`src/hdl/uetr_pkg.sv`:
```
package uetr_pkg;

  // Receive FIFO geometry
  localparam int FIFO_DEPTH = 256;
  localparam int AW         = $clog2(FIFO_DEPTH);

  // Bit timing
  localparam int TIME_W   = 16;
  localparam int MAX_BITS = 10;
  localparam int ROUND_UP = 2;
  localparam int DROP_MAX = 65535;

  // Command codes
  localparam logic CMD_EDGE = 1'b0;
  localparam logic CMD_READ = 1'b1;

  // Byte handed from the bit engine to the FIFO
  typedef struct packed {
    logic       valid;
    logic [7:0] data;
  } push_t;

  // FIFO status seen by the top level
  typedef struct packed {
    logic [AW-1:0] fill;
    logic [15:0]   drops;
  } fifo_stat_t;

  // One result item
  typedef struct packed {
    logic [7:0]  rx_byte;
    logic        rx_valid;
    logic [7:0]  fill_count;
    logic [15:0] overflow_count;
  } result_t;

endpackage

```
`src/hdl/uetr_if.sv`:
```
// Edge / read command channel
interface uetr_in_if;
  logic        valid;
  logic        ready;
  logic        command;
  logic [15:0] edge_time;
  logic        line_level;

  modport source (output valid, command, edge_time, line_level, input ready);
  modport sink   (input valid, command, edge_time, line_level, output ready);
endinterface

// Result channel
interface uetr_out_if;
  logic        valid;
  logic        ready;
  logic [7:0]  rx_byte;
  logic        rx_valid;
  logic [7:0]  fill_count;
  logic [15:0] overflow_count;

  modport source (output valid, rx_byte, rx_valid, fill_count, overflow_count, input ready);
  modport sink   (input valid, rx_byte, rx_valid, fill_count, overflow_count, output ready);
endinterface

```
`src/hdl/uetr_bit_engine.sv`:
```
module uetr_bit_engine import uetr_pkg::*; (
  input  logic              clk,
  input  logic              rst_n,
  input  logic              start,
  input  logic [TIME_W-1:0] edge_time,
  input  logic              line_level,
  output logic              done,
  output push_t             push
);

  // Phase codes, two's complement: idle, awaiting start, data bits 0..7
  localparam logic [3:0] PHASE_IDLE  = 4'b1110;
  localparam logic [3:0] PHASE_START = 4'b1111;
  localparam logic [3:0] PHASE_LAST  = 4'd7;

  typedef enum logic [1:0] {E_IDLE, E_SETUP, E_SHIFT} eng_state_t;

  eng_state_t        state_r, state_nxt;
  logic [3:0]        phase_r, phase_nxt;
  logic [7:0]        shift_r, shift_nxt;
  logic              held_r, held_nxt;
  logic [TIME_W-1:0] prev_r, prev_nxt;
  logic [TIME_W-1:0] now_r, now_nxt;
  logic              lvl_r, lvl_nxt;
  logic [3:0]        cnt_r, cnt_nxt;
  logic              long_r, long_nxt;
  logic              done_r, done_nxt;
  push_t             push_r, push_nxt;

  logic [TIME_W-1:0] diff;
  logic [TIME_W:0]   diff_rnd;
  logic [TIME_W-3:0] nbits;

  // Interval in bits, rounded; timer wraps modulo 2^16
  assign diff     = now_r - prev_r;
  assign diff_rnd = {1'b0, diff} + (TIME_W+1)'(ROUND_UP);
  assign nbits    = diff_rnd[TIME_W:3];

  // One bit per cycle through the shift register
  always_comb begin
    state_nxt     = state_r;
    phase_nxt     = phase_r;
    shift_nxt     = shift_r;
    held_nxt      = held_r;
    prev_nxt      = prev_r;
    now_nxt       = now_r;
    lvl_nxt       = lvl_r;
    cnt_nxt       = cnt_r;
    long_nxt      = long_r;
    done_nxt      = 1'b0;
    push_nxt.valid = 1'b0;
    push_nxt.data  = {held_r, shift_r[7:1]};
    case (state_r)
      E_IDLE: begin
        if (start) begin
          now_nxt   = edge_time;
          lvl_nxt   = line_level;
          state_nxt = E_SETUP;
        end
      end
      E_SETUP: begin
        long_nxt = (nbits > (TIME_W-2)'(MAX_BITS));
        cnt_nxt  = long_nxt ? 4'(MAX_BITS) : nbits[3:0];
        // low line while idle: start bit
        if (phase_r == PHASE_IDLE && !held_r) begin
          phase_nxt = PHASE_START;
          shift_nxt = '0;
        end
        state_nxt = E_SHIFT;
      end
      E_SHIFT: begin
        if (cnt_r == '0 || phase_r == PHASE_IDLE) begin
          if (long_r) phase_nxt = PHASE_IDLE;
          held_nxt  = lvl_r;
          prev_nxt  = now_r;
          done_nxt  = 1'b1;
          state_nxt = E_IDLE;
        end else begin
          cnt_nxt = cnt_r - 4'd1;
          if (!phase_r[3]) shift_nxt = {held_r, shift_r[7:1]};
          if (phase_r == PHASE_LAST) begin
            // last data bit reached: hand byte to the FIFO
            push_nxt.valid = 1'b1;
            phase_nxt      = PHASE_IDLE;
          end else begin
            phase_nxt = phase_r + 4'd1;
          end
        end
      end
      default: state_nxt = E_IDLE;
    endcase
  end

  always_ff @(posedge clk) begin
    if (!rst_n) begin
      state_r      <= E_IDLE;
      phase_r      <= PHASE_START;
      shift_r      <= '0;
      held_r       <= 1'b0;
      prev_r       <= '0;
      done_r       <= 1'b0;
      push_r.valid <= 1'b0;
    end else begin
      state_r      <= state_nxt;
      phase_r      <= phase_nxt;
      shift_r      <= shift_nxt;
      held_r       <= held_nxt;
      prev_r       <= prev_nxt;
      done_r       <= done_nxt;
      push_r.valid <= push_nxt.valid;
    end
    now_r       <= now_nxt;
    lvl_r       <= lvl_nxt;
    cnt_r       <= cnt_nxt;
    long_r      <= long_nxt;
    push_r.data <= push_nxt.data;
  end

  assign done = done_r;
  assign push = push_r;

endmodule

```
`src/hdl/uetr_fifo.sv`:
```
module uetr_fifo import uetr_pkg::*; (
  input  logic       clk,
  input  logic       rst_n,
  input  push_t      push,
  input  logic       pop,
  output logic       rd_ack,
  output logic       rd_hit,
  output logic [7:0] rd_data,
  output fifo_stat_t stat
);

  localparam logic [AW-1:0] FULL_LEVEL = AW'(FIFO_DEPTH - 2);
  localparam logic [AW-1:0] LAST_IDX   = AW'(FIFO_DEPTH - 1);

  logic [7:0]    mem [FIFO_DEPTH];
  logic [AW-1:0] wr_r, rd_r;
  logic [15:0]   drops_r;
  logic          ack_r, hit_r;
  logic [7:0]    data_r;
  logic [AW-1:0] fill;
  logic          full, empty;

  // Occupancy, ring arithmetic valid for any depth
  always_comb begin
    if (wr_r >= rd_r) fill = wr_r - rd_r;
    else fill = AW'((AW+1)'(wr_r) + (AW+1)'(FIFO_DEPTH) - (AW+1)'(rd_r));
  end
  assign full  = (fill >= FULL_LEVEL);
  assign empty = (wr_r == rd_r);

  // Storage write
  always_ff @(posedge clk) begin
    if (push.valid && !full) mem[wr_r] <= push.data;
  end

  // Registered read port
  always_ff @(posedge clk) begin
    if (pop && !empty) data_r <= mem[rd_r];
  end

  // Indices, drop counter, read handshake
  always_ff @(posedge clk) begin
    if (!rst_n) begin
      wr_r    <= '0;
      rd_r    <= '0;
      drops_r <= '0;
      ack_r   <= 1'b0;
      hit_r   <= 1'b0;
    end else begin
      ack_r <= pop;
      hit_r <= pop && !empty;
      if (push.valid) begin
        if (full) begin
          if (drops_r != 16'(DROP_MAX)) drops_r <= drops_r + 16'd1;
        end else begin
          wr_r <= (wr_r == LAST_IDX) ? '0 : wr_r + AW'(1);
        end
      end
      if (pop && !empty) rd_r <= (rd_r == LAST_IDX) ? '0 : rd_r + AW'(1);
    end
  end

  assign rd_ack     = ack_r;
  assign rd_hit     = hit_r;
  assign rd_data    = data_r;
  assign stat.fill  = fill;
  assign stat.drops = drops_r;

endmodule

```
`src/hdl/edge_timed_uart_receiver.sv`:
```
// Channel  Dir  Fields                                            Accepted when
// in_ch    in   command, edge_time[15:0], line_level              valid && ready
// out_ch   out  rx_byte[7:0], rx_valid, fill_count[7:0],
//               overflow_count[15:0]                              valid && ready
//
// One item at a time. An edge item runs through the bit engine, which takes
// 0..10 bits, one bit per cycle, and its status goes to the result register.
// A read item goes through the registered FIFO read to the result register.
// Synchronous active-low reset; the FIFO store itself is not cleared.
// A new item is taken while a result waits in the output register; a stalled
// output holds the next result in a staging register.
module edge_timed_uart_receiver import uetr_pkg::*; (
  input logic       clk,
  input logic       rst_n,
  uetr_in_if.sink   in_ch,
  uetr_out_if.source out_ch
);

  typedef enum logic [1:0] {T_IDLE, T_EDGE, T_READ, T_SEND} top_state_t;

  top_state_t state_r, state_nxt;
  result_t    res_r, res_nxt;
  result_t    out_r, out_nxt;
  logic       out_valid_r, out_valid_nxt;

  logic       accept, eng_start, pop;
  logic       eng_done, rd_ack, rd_hit;
  logic [7:0] rd_data;
  push_t      push;
  fifo_stat_t stat;

  assign in_ch.ready = (state_r == T_IDLE);
  assign accept      = in_ch.valid && in_ch.ready;
  assign eng_start   = accept && (in_ch.command == CMD_EDGE);
  assign pop         = accept && (in_ch.command == CMD_READ);

  uetr_bit_engine u_engine (
    .clk        (clk),
    .rst_n      (rst_n),
    .start      (eng_start),
    .edge_time  (in_ch.edge_time),
    .line_level (in_ch.line_level),
    .done       (eng_done),
    .push       (push)
  );

  uetr_fifo u_fifo (
    .clk     (clk),
    .rst_n   (rst_n),
    .push    (push),
    .pop     (pop),
    .rd_ack  (rd_ack),
    .rd_hit  (rd_hit),
    .rd_data (rd_data),
    .stat    (stat)
  );

  // Sequencer and output register
  always_comb begin
    state_nxt     = state_r;
    res_nxt       = res_r;
    out_nxt       = out_r;
    out_valid_nxt = out_valid_r && !out_ch.ready;
    case (state_r)
      T_IDLE: begin
        if (eng_start) state_nxt = T_EDGE;
        else if (pop) state_nxt = T_READ;
      end
      T_EDGE: begin
        if (eng_done) begin
          res_nxt.rx_byte        = '0;
          res_nxt.rx_valid       = 1'b0;
          res_nxt.fill_count     = 8'(stat.fill);
          res_nxt.overflow_count = stat.drops;
          state_nxt              = T_SEND;
        end
      end
      T_READ: begin
        if (rd_ack) begin
          res_nxt.rx_byte        = rd_hit ? rd_data : 8'd0;
          res_nxt.rx_valid       = rd_hit;
          res_nxt.fill_count     = 8'(stat.fill);
          res_nxt.overflow_count = stat.drops;
          state_nxt              = T_SEND;
        end
      end
      T_SEND: begin
        if (!out_valid_r || out_ch.ready) begin
          out_nxt       = res_r;
          out_valid_nxt = 1'b1;
          state_nxt     = T_IDLE;
        end
      end
      default: state_nxt = T_IDLE;
    endcase
  end

  always_ff @(posedge clk) begin
    if (!rst_n) begin
      state_r     <= T_IDLE;
      out_valid_r <= 1'b0;
    end else begin
      state_r     <= state_nxt;
      out_valid_r <= out_valid_nxt;
    end
    res_r <= res_nxt;
    out_r <= out_nxt;
  end

  assign out_ch.valid          = out_valid_r;
  assign out_ch.rx_byte        = out_r.rx_byte;
  assign out_ch.rx_valid       = out_r.rx_valid;
  assign out_ch.fill_count     = out_r.fill_count;
  assign out_ch.overflow_count = out_r.overflow_count;

endmodule

```
`src/flat_wrapper.sv`:
```
// flat-port wrapper written by rule: the top's interface ports become plain ports
module edge_timed_uart_receiver_flat import uetr_pkg::*;
  (clk, rst_n, in_ch_valid, in_ch_command, in_ch_edge_time, in_ch_line_level, in_ch_ready, out_ch_valid, out_ch_rx_byte, out_ch_rx_valid, out_ch_fill_count, out_ch_overflow_count, out_ch_ready);
  uetr_in_if in_ch_i ();
  uetr_out_if out_ch_i ();
  input logic clk;
  input logic rst_n;
  input wire logic [$bits(in_ch_i.valid)-1:0] in_ch_valid;
  input wire logic [$bits(in_ch_i.command)-1:0] in_ch_command;
  input wire logic [$bits(in_ch_i.edge_time)-1:0] in_ch_edge_time;
  input wire logic [$bits(in_ch_i.line_level)-1:0] in_ch_line_level;
  output wire logic [$bits(in_ch_i.ready)-1:0] in_ch_ready;
  output wire logic [$bits(out_ch_i.valid)-1:0] out_ch_valid;
  output wire logic [$bits(out_ch_i.rx_byte)-1:0] out_ch_rx_byte;
  output wire logic [$bits(out_ch_i.rx_valid)-1:0] out_ch_rx_valid;
  output wire logic [$bits(out_ch_i.fill_count)-1:0] out_ch_fill_count;
  output wire logic [$bits(out_ch_i.overflow_count)-1:0] out_ch_overflow_count;
  input wire logic [$bits(out_ch_i.ready)-1:0] out_ch_ready;
  assign in_ch_i.valid = in_ch_valid;
  assign in_ch_i.command = in_ch_command;
  assign in_ch_i.edge_time = in_ch_edge_time;
  assign in_ch_i.line_level = in_ch_line_level;
  assign in_ch_ready = in_ch_i.ready;
  assign out_ch_valid = out_ch_i.valid;
  assign out_ch_rx_byte = out_ch_i.rx_byte;
  assign out_ch_rx_valid = out_ch_i.rx_valid;
  assign out_ch_fill_count = out_ch_i.fill_count;
  assign out_ch_overflow_count = out_ch_i.overflow_count;
  assign out_ch_i.ready = out_ch_ready;
  edge_timed_uart_receiver u_core (.clk(clk), .rst_n(rst_n), .in_ch(in_ch_i), .out_ch(out_ch_i));
endmodule
```
`config.mk`:
```
export PLATFORM = sky130hd
export DESIGN_NAME = edge_timed_uart_receiver_flat
export DESIGN_NICKNAME = d
export VERILOG_FILES = /design/src/hdl/uetr_pkg.sv /design/src/hdl/uetr_if.sv /design/src/hdl/uetr_bit_engine.sv /design/src/hdl/uetr_fifo.sv /design/src/hdl/edge_timed_uart_receiver.sv /design/src/flat_wrapper.sv
export SDC_FILE = /design/constraint.sdc
export NUM_CORES = 2
export LEC_CHECK = 0
export ABC_AREA = 1
export ABC_CLOCK_PERIOD_IN_PS = 7780
export BUFFER_PORTS_ARGS = -buffer_cell sky130_fd_sc_hd__buf_2
export CAP_MARGIN = 25
export CORE_MARGIN = 3
export CORE_UTILIZATION = 30
export DETAILED_ROUTE_END_ITERATION = 16
export PLACE_DENSITY = 0.44
export SLEW_MARGIN = 40
export SYNTH_ARGS = -nofsm -noshare
export SYNTH_HDL_FRONTEND = slang
export SYNTH_SLANG_ARGS = --single-unit
```
`constraint.sdc`:
```
create_clock -name clk -period 7.78 [get_ports clk]
set_input_delay 0.389 -clock clk [delete_from_list [all_inputs] [get_ports clk]]
set_output_delay 0.389 -clock clk [all_outputs]
set_load 0.02 [all_outputs]
```
After elaboration in Yosys (flattened, before gate mapping)
Memory sizes are Yosys's and may differ from the RTL's. A register that Yosys moved wholly into a read port is not among the register bits. Index checks and enable logic that the tools add are counted. W data, S select, Z words.

RAM bits: 2048. Bits in registers: 166. Input bits: 22. Memories: 1. Logic and storage cells: 132. Output and inout port bits: 35.

Multiplexer cells: 34. $lt $le $gt $ge: 3. Bitwise operators: 4. Eq/ne operators: 21. Reduce and logical (&&, ||, !) cells: 32. Add/sub/neg operators: 10.

Memories: u_core.u_fifo.mem (depth 256, bits a word 8, read ports 1, clocked after Yosys merged registers in 1, wr ports 1, line uetr_fifo.sv:15) `logic [7:0] mem [FIFO_DEPTH];`.

Operator list (number): $mux W33 (2); $pmux W33 S2 (1); $mux W8 (7); $add A8 B1 Y8 const B (3); $mux W4 (6); $add A16 B2 Y17 const B (1); $add A16 B1 Y16 const B (1); $eq A8 B8 Y1 const B (2); $ne A16 B16 Y1 const B (1); $pmux W4 S2 (2); $pmux W8 S2 (1); $sub A16 B16 Y16 (1); $sub A8 B8 Y8 (2); $gt A14 B4 Y1 const B (1); $mux W2 (7); $reduce_and A2 Y1 (7); $ne A2 B2 Y1 const B (6); $reduce_and A3 Y1 (3); $eq A8 B8 Y1 (1); $ge A8 B8 Y1 (1); $ge A8 B8 Y1 const B (1); $pmux W2 S4 (1); $reduce_and A4 Y1 (2); $logic_and A1 B1 Y1 (7); other kinds (17) (37).

Depth between registers and ports, before layout
Word-level depth: 8. Gate-level depth with buffers: 21. Gate-level depth less buffers: 21.

Modules after synthesis
A second synthesis with hierarchy kept.

Cell total of the unflattened synthesis: 8841. Area total of the unflattened synthesis: 94200.3 µm².

By module, submodules not included: uetr_fifo (cells each 8256, seq. area each 62419.9 µm², instances 1, area an instance 88464.8 µm²); uetr_bit_engine (cells each 456, seq. area each 1461.4 µm², instances 1, area an instance 3385.7 µm²); edge_timed_uart_receiver (cells each 129, seq. area each 2042.0 µm², instances 1, area an instance 2349.8 µm²).

Least setup slack after synthesis
OpenSTA, ideal clock, no wires.

Path type: register -> register. Start: reg u_core.u_engine.push_r (netlist bit u_core.u_engine.push[0]). End: mem u_core.u_fifo.mem[0][0] (data pin). Clock period less this slack: 4.234 ns. Data required time: 6.928 ns. Data arrival time: 3.382 ns. Setup slack: 3.546 ns. Stages on the path, launching flop included: 1. Cell sequence: dfxtp_1.

RTL lines: start: declaration (line uetr_bit_engine.sv:28) `push_t push_r, push_nxt;`; end: declaration (line uetr_fifo.sv:15).

Straight into the memory's write port.

Final worst setup path
Start: reg u_core.u_fifo.rd_r[1]. End: mem u_core.u_fifo.mem[225][3], enable pin.

Cells in the longest elaborated chain, start to end: 7. Elaborated cells on any way between the ends: 9. Classes of those cells: add/sub: 2; order compare: 2; mux: 3; reduce/logical: 2.

Ends and longest elaborated chain: start: declaration (line uetr_fifo.sv:16) `logic [AW-1:0] wr_r, rd_r;`; start signal: assignment (line uetr_fifo.sv:59) `if (pop && !empty) rd_r <= (rd_r == LAST_IDX) ? '0 : rd_r + AW'(1);`; $sub A8 B8 Y8 (tied with other cells) (line uetr_fifo.sv:26) `else fill = AW'((AW+1)'(wr_r) + (AW+1)'(FIFO_DEPTH) - (AW+1)'(rd_r));`; $mux W8 * (line uetr_fifo.sv:25) `if (wr_r >= rd_r) fill = wr_r - rd_r;`; $ge A8 B8 Y1 * (line uetr_fifo.sv:28) `assign full = (fill >= FULL_LEVEL);`; $logic_not A1 Y1 * (line uetr_fifo.sv:33) `if (push.valid && !full) mem[wr_r] <= push.data;`; $logic_and A1 B1 Y1 * (line uetr_fifo.sv:33); $mux W1 * (line uetr_fifo.sv:33); $mux W1 (implied by the code) * (line uetr_fifo.sv:33).

Mark *: on every way between the ends. The rest lies on a longest branch, timed or not.

==> impl_metrics.yaml <==
run_status:
  status: "complete, no violations"
synth:
  yosys_warnings: 0
  avgSynthCellArea_um2: 12.71
  synthFlopType: "edfxtp_1"
  synthDistinctLibCells: 44
  async_flop_share: 0
  synth_edf_count: 2144
  syn-cell-area_um2: 88480
  synthCells: 6963
  syn_nets: 7021
  synthTopCellsByArea: "edfxtp_1 (73%), nor2_1 (6.2%), o21ai_0 (6.0%)"
  synth.largest_area_cell: "edfxtp_1"
  netlist.area_leader.share: 0.7277
  netlist_top_cells_count: "edfxtp_1 (2144), nor2_1 (1457), o21ai_0 (1057), nand2_1 (420), clkbuf_1 (371)"
  ys_seq_elements: 2221
  synth.most_common_cell: "edfxtp_1"
  ys_seq_area_frac: 0.7451
sta:
  fmax_mhz: 182.4
  period_share: 0.7049
  fin_crit_ps: 5484
  fin_ws_ps: 2296
  rsz0062_at_grt: "no"
  fin_setup_tns_ps: 0
  maxSlewViolCount: 0
  worstMarginPinSlew_ps: 941.0
  fin_skew_ps: 88.99
  max-slew-margin-rel: 0.3727
  finalSetupViolations: 0
  whs_ps: 84.92
  hold_violations: 0
grt:
  grt_pass1_vias: 57110
  grt_pass1_wl_um: 409300
  grt_overflow_total: 0
  grt_max_degree: 205
  gr-usage-all-layers: 0.1835
  antenna_found_initial: 10
die:
  io_pins: 57
  die_h_um: 549.1
  die-area_um2: 301500
  num_rows: 198
  core_um2: 292300
  chipWidth_um: 549.1
  start_util: 0.3027
cts:
  clk_path_buf_depth: 4
  cts.sinks: 2221
  clk_pin_slew_worst_paths_ps: 60
  cts_resized: 0
  ctsHoldBuffers: 21
  cts_root_buf: "clkbuf_16"
  clk_latency_ps: 910
  post_cts_buffers: 0
  htreeDepth: 4
  cts_tree: "yes"
  cts_buffers: 241
route:
  vias_per_cell: 5.228
  dr_wl_met3_um: 16670
  highest_layer: "met5"
  wirelength_um: 284900
  first_pass_iters: 6
  wl_met1_um: 125600
  postRouteAntennaNets: 0
  drc: 0
  wl_met2_um: 133800
  vias: 57461
  wire_per_inst_um: 25.93
  drtIter0Drc: 5873
run:
  maxCapViolations: 0
power:
  power_frac_comb: 0.019
  switching_share: 0.2073
  p_clk_frac: 0.449
  share_seq_of_total_power: 0.531
  p_sw_mw: 5.127
  powerDensity_nw_per_um2: 245.4
  internal_power_mw: 19.60
  power_leakage_nw: 32.71
  vdd_ir_drop_max_mv: 0.1901
setup_path:
  path_max_fanout: 140
  crit_path_start_kind: "flop"
  crit_path_end_kind: "flop"
  critical_path_class: "reg -> reg"
  worst_ep_required_time_ps: 8260
  critPathArrivalTime_ps: 5970
  rrSetupSlack_ps: 2300
cells_and_area:
  drive_above_1_share: 0.07816
  multi_input_area_um2: 20260
  final_nets: 6952
  synthToLayoutAreaGrowth_pct: 13.91
  fillerInstances: 28689
  regArea_um2: 65970
place:
  globalplace.congestion: 0.8565
  io_buffers: 56
  dpl.hpwl_um: 162500
  dpl_worst_slack_ps: 2003
hold_path:
  hold_class: "in -> reg"
critical path: stages, from the launching register on:
cell and delay (ps):
dfxtp_4 840, inv_8 440, fa_1 590, nand3_1 130, nand2_1 110, nand2_1 100, nand2_1 60, a21oi_1 160
xnor2_1 130, nand2_1 120, nor2_4 110, nand2_4 140, nand2_4 110, inv_4 380, nand2_2 550, buf_4 440
nor2_1 570
flip-flops by register name, indices dropped and copies added, names as in the netlist, 2 cells and up:
| name | count |
|---|---|
| u_core.u_fifo.mem | 2048 |
| u_core.res_r | 33 |
| u_core.out_ch.overflow_count | 16 |
| u_core.u_engine.now_r | 16 |
| u_core.u_engine.prev_r | 16 |
| u_core.u_fifo.drops_r | 16 |
| u_core.u_engine.push | 9 |
| u_core.out_ch.fill_count | 8 |
| u_core.out_ch.rx_byte | 8 |
| u_core.u_fifo.rd_data | 8 |
| u_core.u_fifo.rd_r | 8 |
| u_core.u_fifo.wr_r | 8 |
| u_core.u_engine.shift_r | 7 |
| u_core.u_engine.cnt_r | 4 |
| u_core.u_engine.phase_r | 4 |
| u_core.state_r | 2 |
| u_core.u_engine.state_r | 2 |
through the flow:
stage	power [mW]	area, µm²	instances	utilization
floorplan	13.69	88480	6963	-
global placement	13.85	92690	10522	0.3171
detailed placement	13.87	92920	10527	0.3179
CTS	24.99	100700	10985	0.3444
global route	25.52	100800	10989	0.3448
finish	24.73	100800	10990	0.3448
kinds of logic (layout without fill, tap and decap cells):
| family | after synthesis | in the layout | share of synthesized area |
|---|---|---|---|
| AO/OA/AOI/OAI | 1783 | 1783 | 0.1150 |
| flip-flops | 2221 | 2221 | 0.7451 |
| other | 0 | 2 | 0 |
| buffers and inverters | 616 | 741 | 0.02775 |
| adder cells (fa/ha/maj) | 36 | 36 | 0.005261 |
| AND/OR/NAND/NOR | 2275 | 2275 | 0.1036 |
| XOR/XNOR | 32 | 32 | 0.003253 |
path summary, 6_finish.rpt:
kind | from | end | depth (start not counted)
worst min-delay path | rst_n | u_core.u_fifo.wr_r[3] | 4
worst max-delay path | u_core.u_fifo.rd_r[1] | u_core.u_fifo.mem[225][3] | 16
worst min register to register | u_core.u_engine.shift_r[1] | u_core.u_engine.push[0] | 0
worst max register to register | u_core.u_fifo.rd_r[1] | u_core.u_fifo.mem[225][3] | 16
power by group through the flow:
stage | sequential [mW] | clock [mW] | combinational (mW)
floorplan | 13.4 | 0 | 0.277
detailed placement | 13.4 | 0 | 0.476
CTS | 13.1 | 11.4 | 0.486
global placement | 13.4 | 0 | 0.452
finish | 13.1 | 11.1 | 0.480
global route | 13.1 | 11.8 | 0.542
metal layers:
layer  GRT usage  vias up
met5           0        -
met4     0.05729        4
met3     0.02397      441
met2      0.2988     2073
met1      0.2546    29318
li1            -    25625
cells in the final DEF, fill, tap and decap left out, types with 34 or more instances in the layout:
master and instances:
clkbuf_1 59, edfxtp_1 2144, clkinv_1 51, nand4_1 45, o221ai_1 146, clkinv_2 42
inv_1 122, o211ai_1 113, clkbuf_16 243, o21ai_0 1057, o22ai_1 296, nand2_1 398
buf_4 54, nor2_1 1444, buf_2 56, ha_1 34, nand3_1 319, a21oi_1 149
dfxtp_1 64
layout make-up:
| type | count | area share |
|---|---|---|
| Clock buffer | 304 | 0.06280 |
| Antenna cell | 2 | 0.00004966 |
| Sequential cell | 2221 | 0.6545 |
| Clock inverter | 133 | 0.01204 |
| Multi-Input combinational cell | 4126 | 0.2010 |
| Timing Repair Buffer | 169 | 0.01573 |
| Inverter | 135 | 0.005388 |
| Tap cell | 3900 | 0.04842 |
Power figures use the tool's default switching activity.
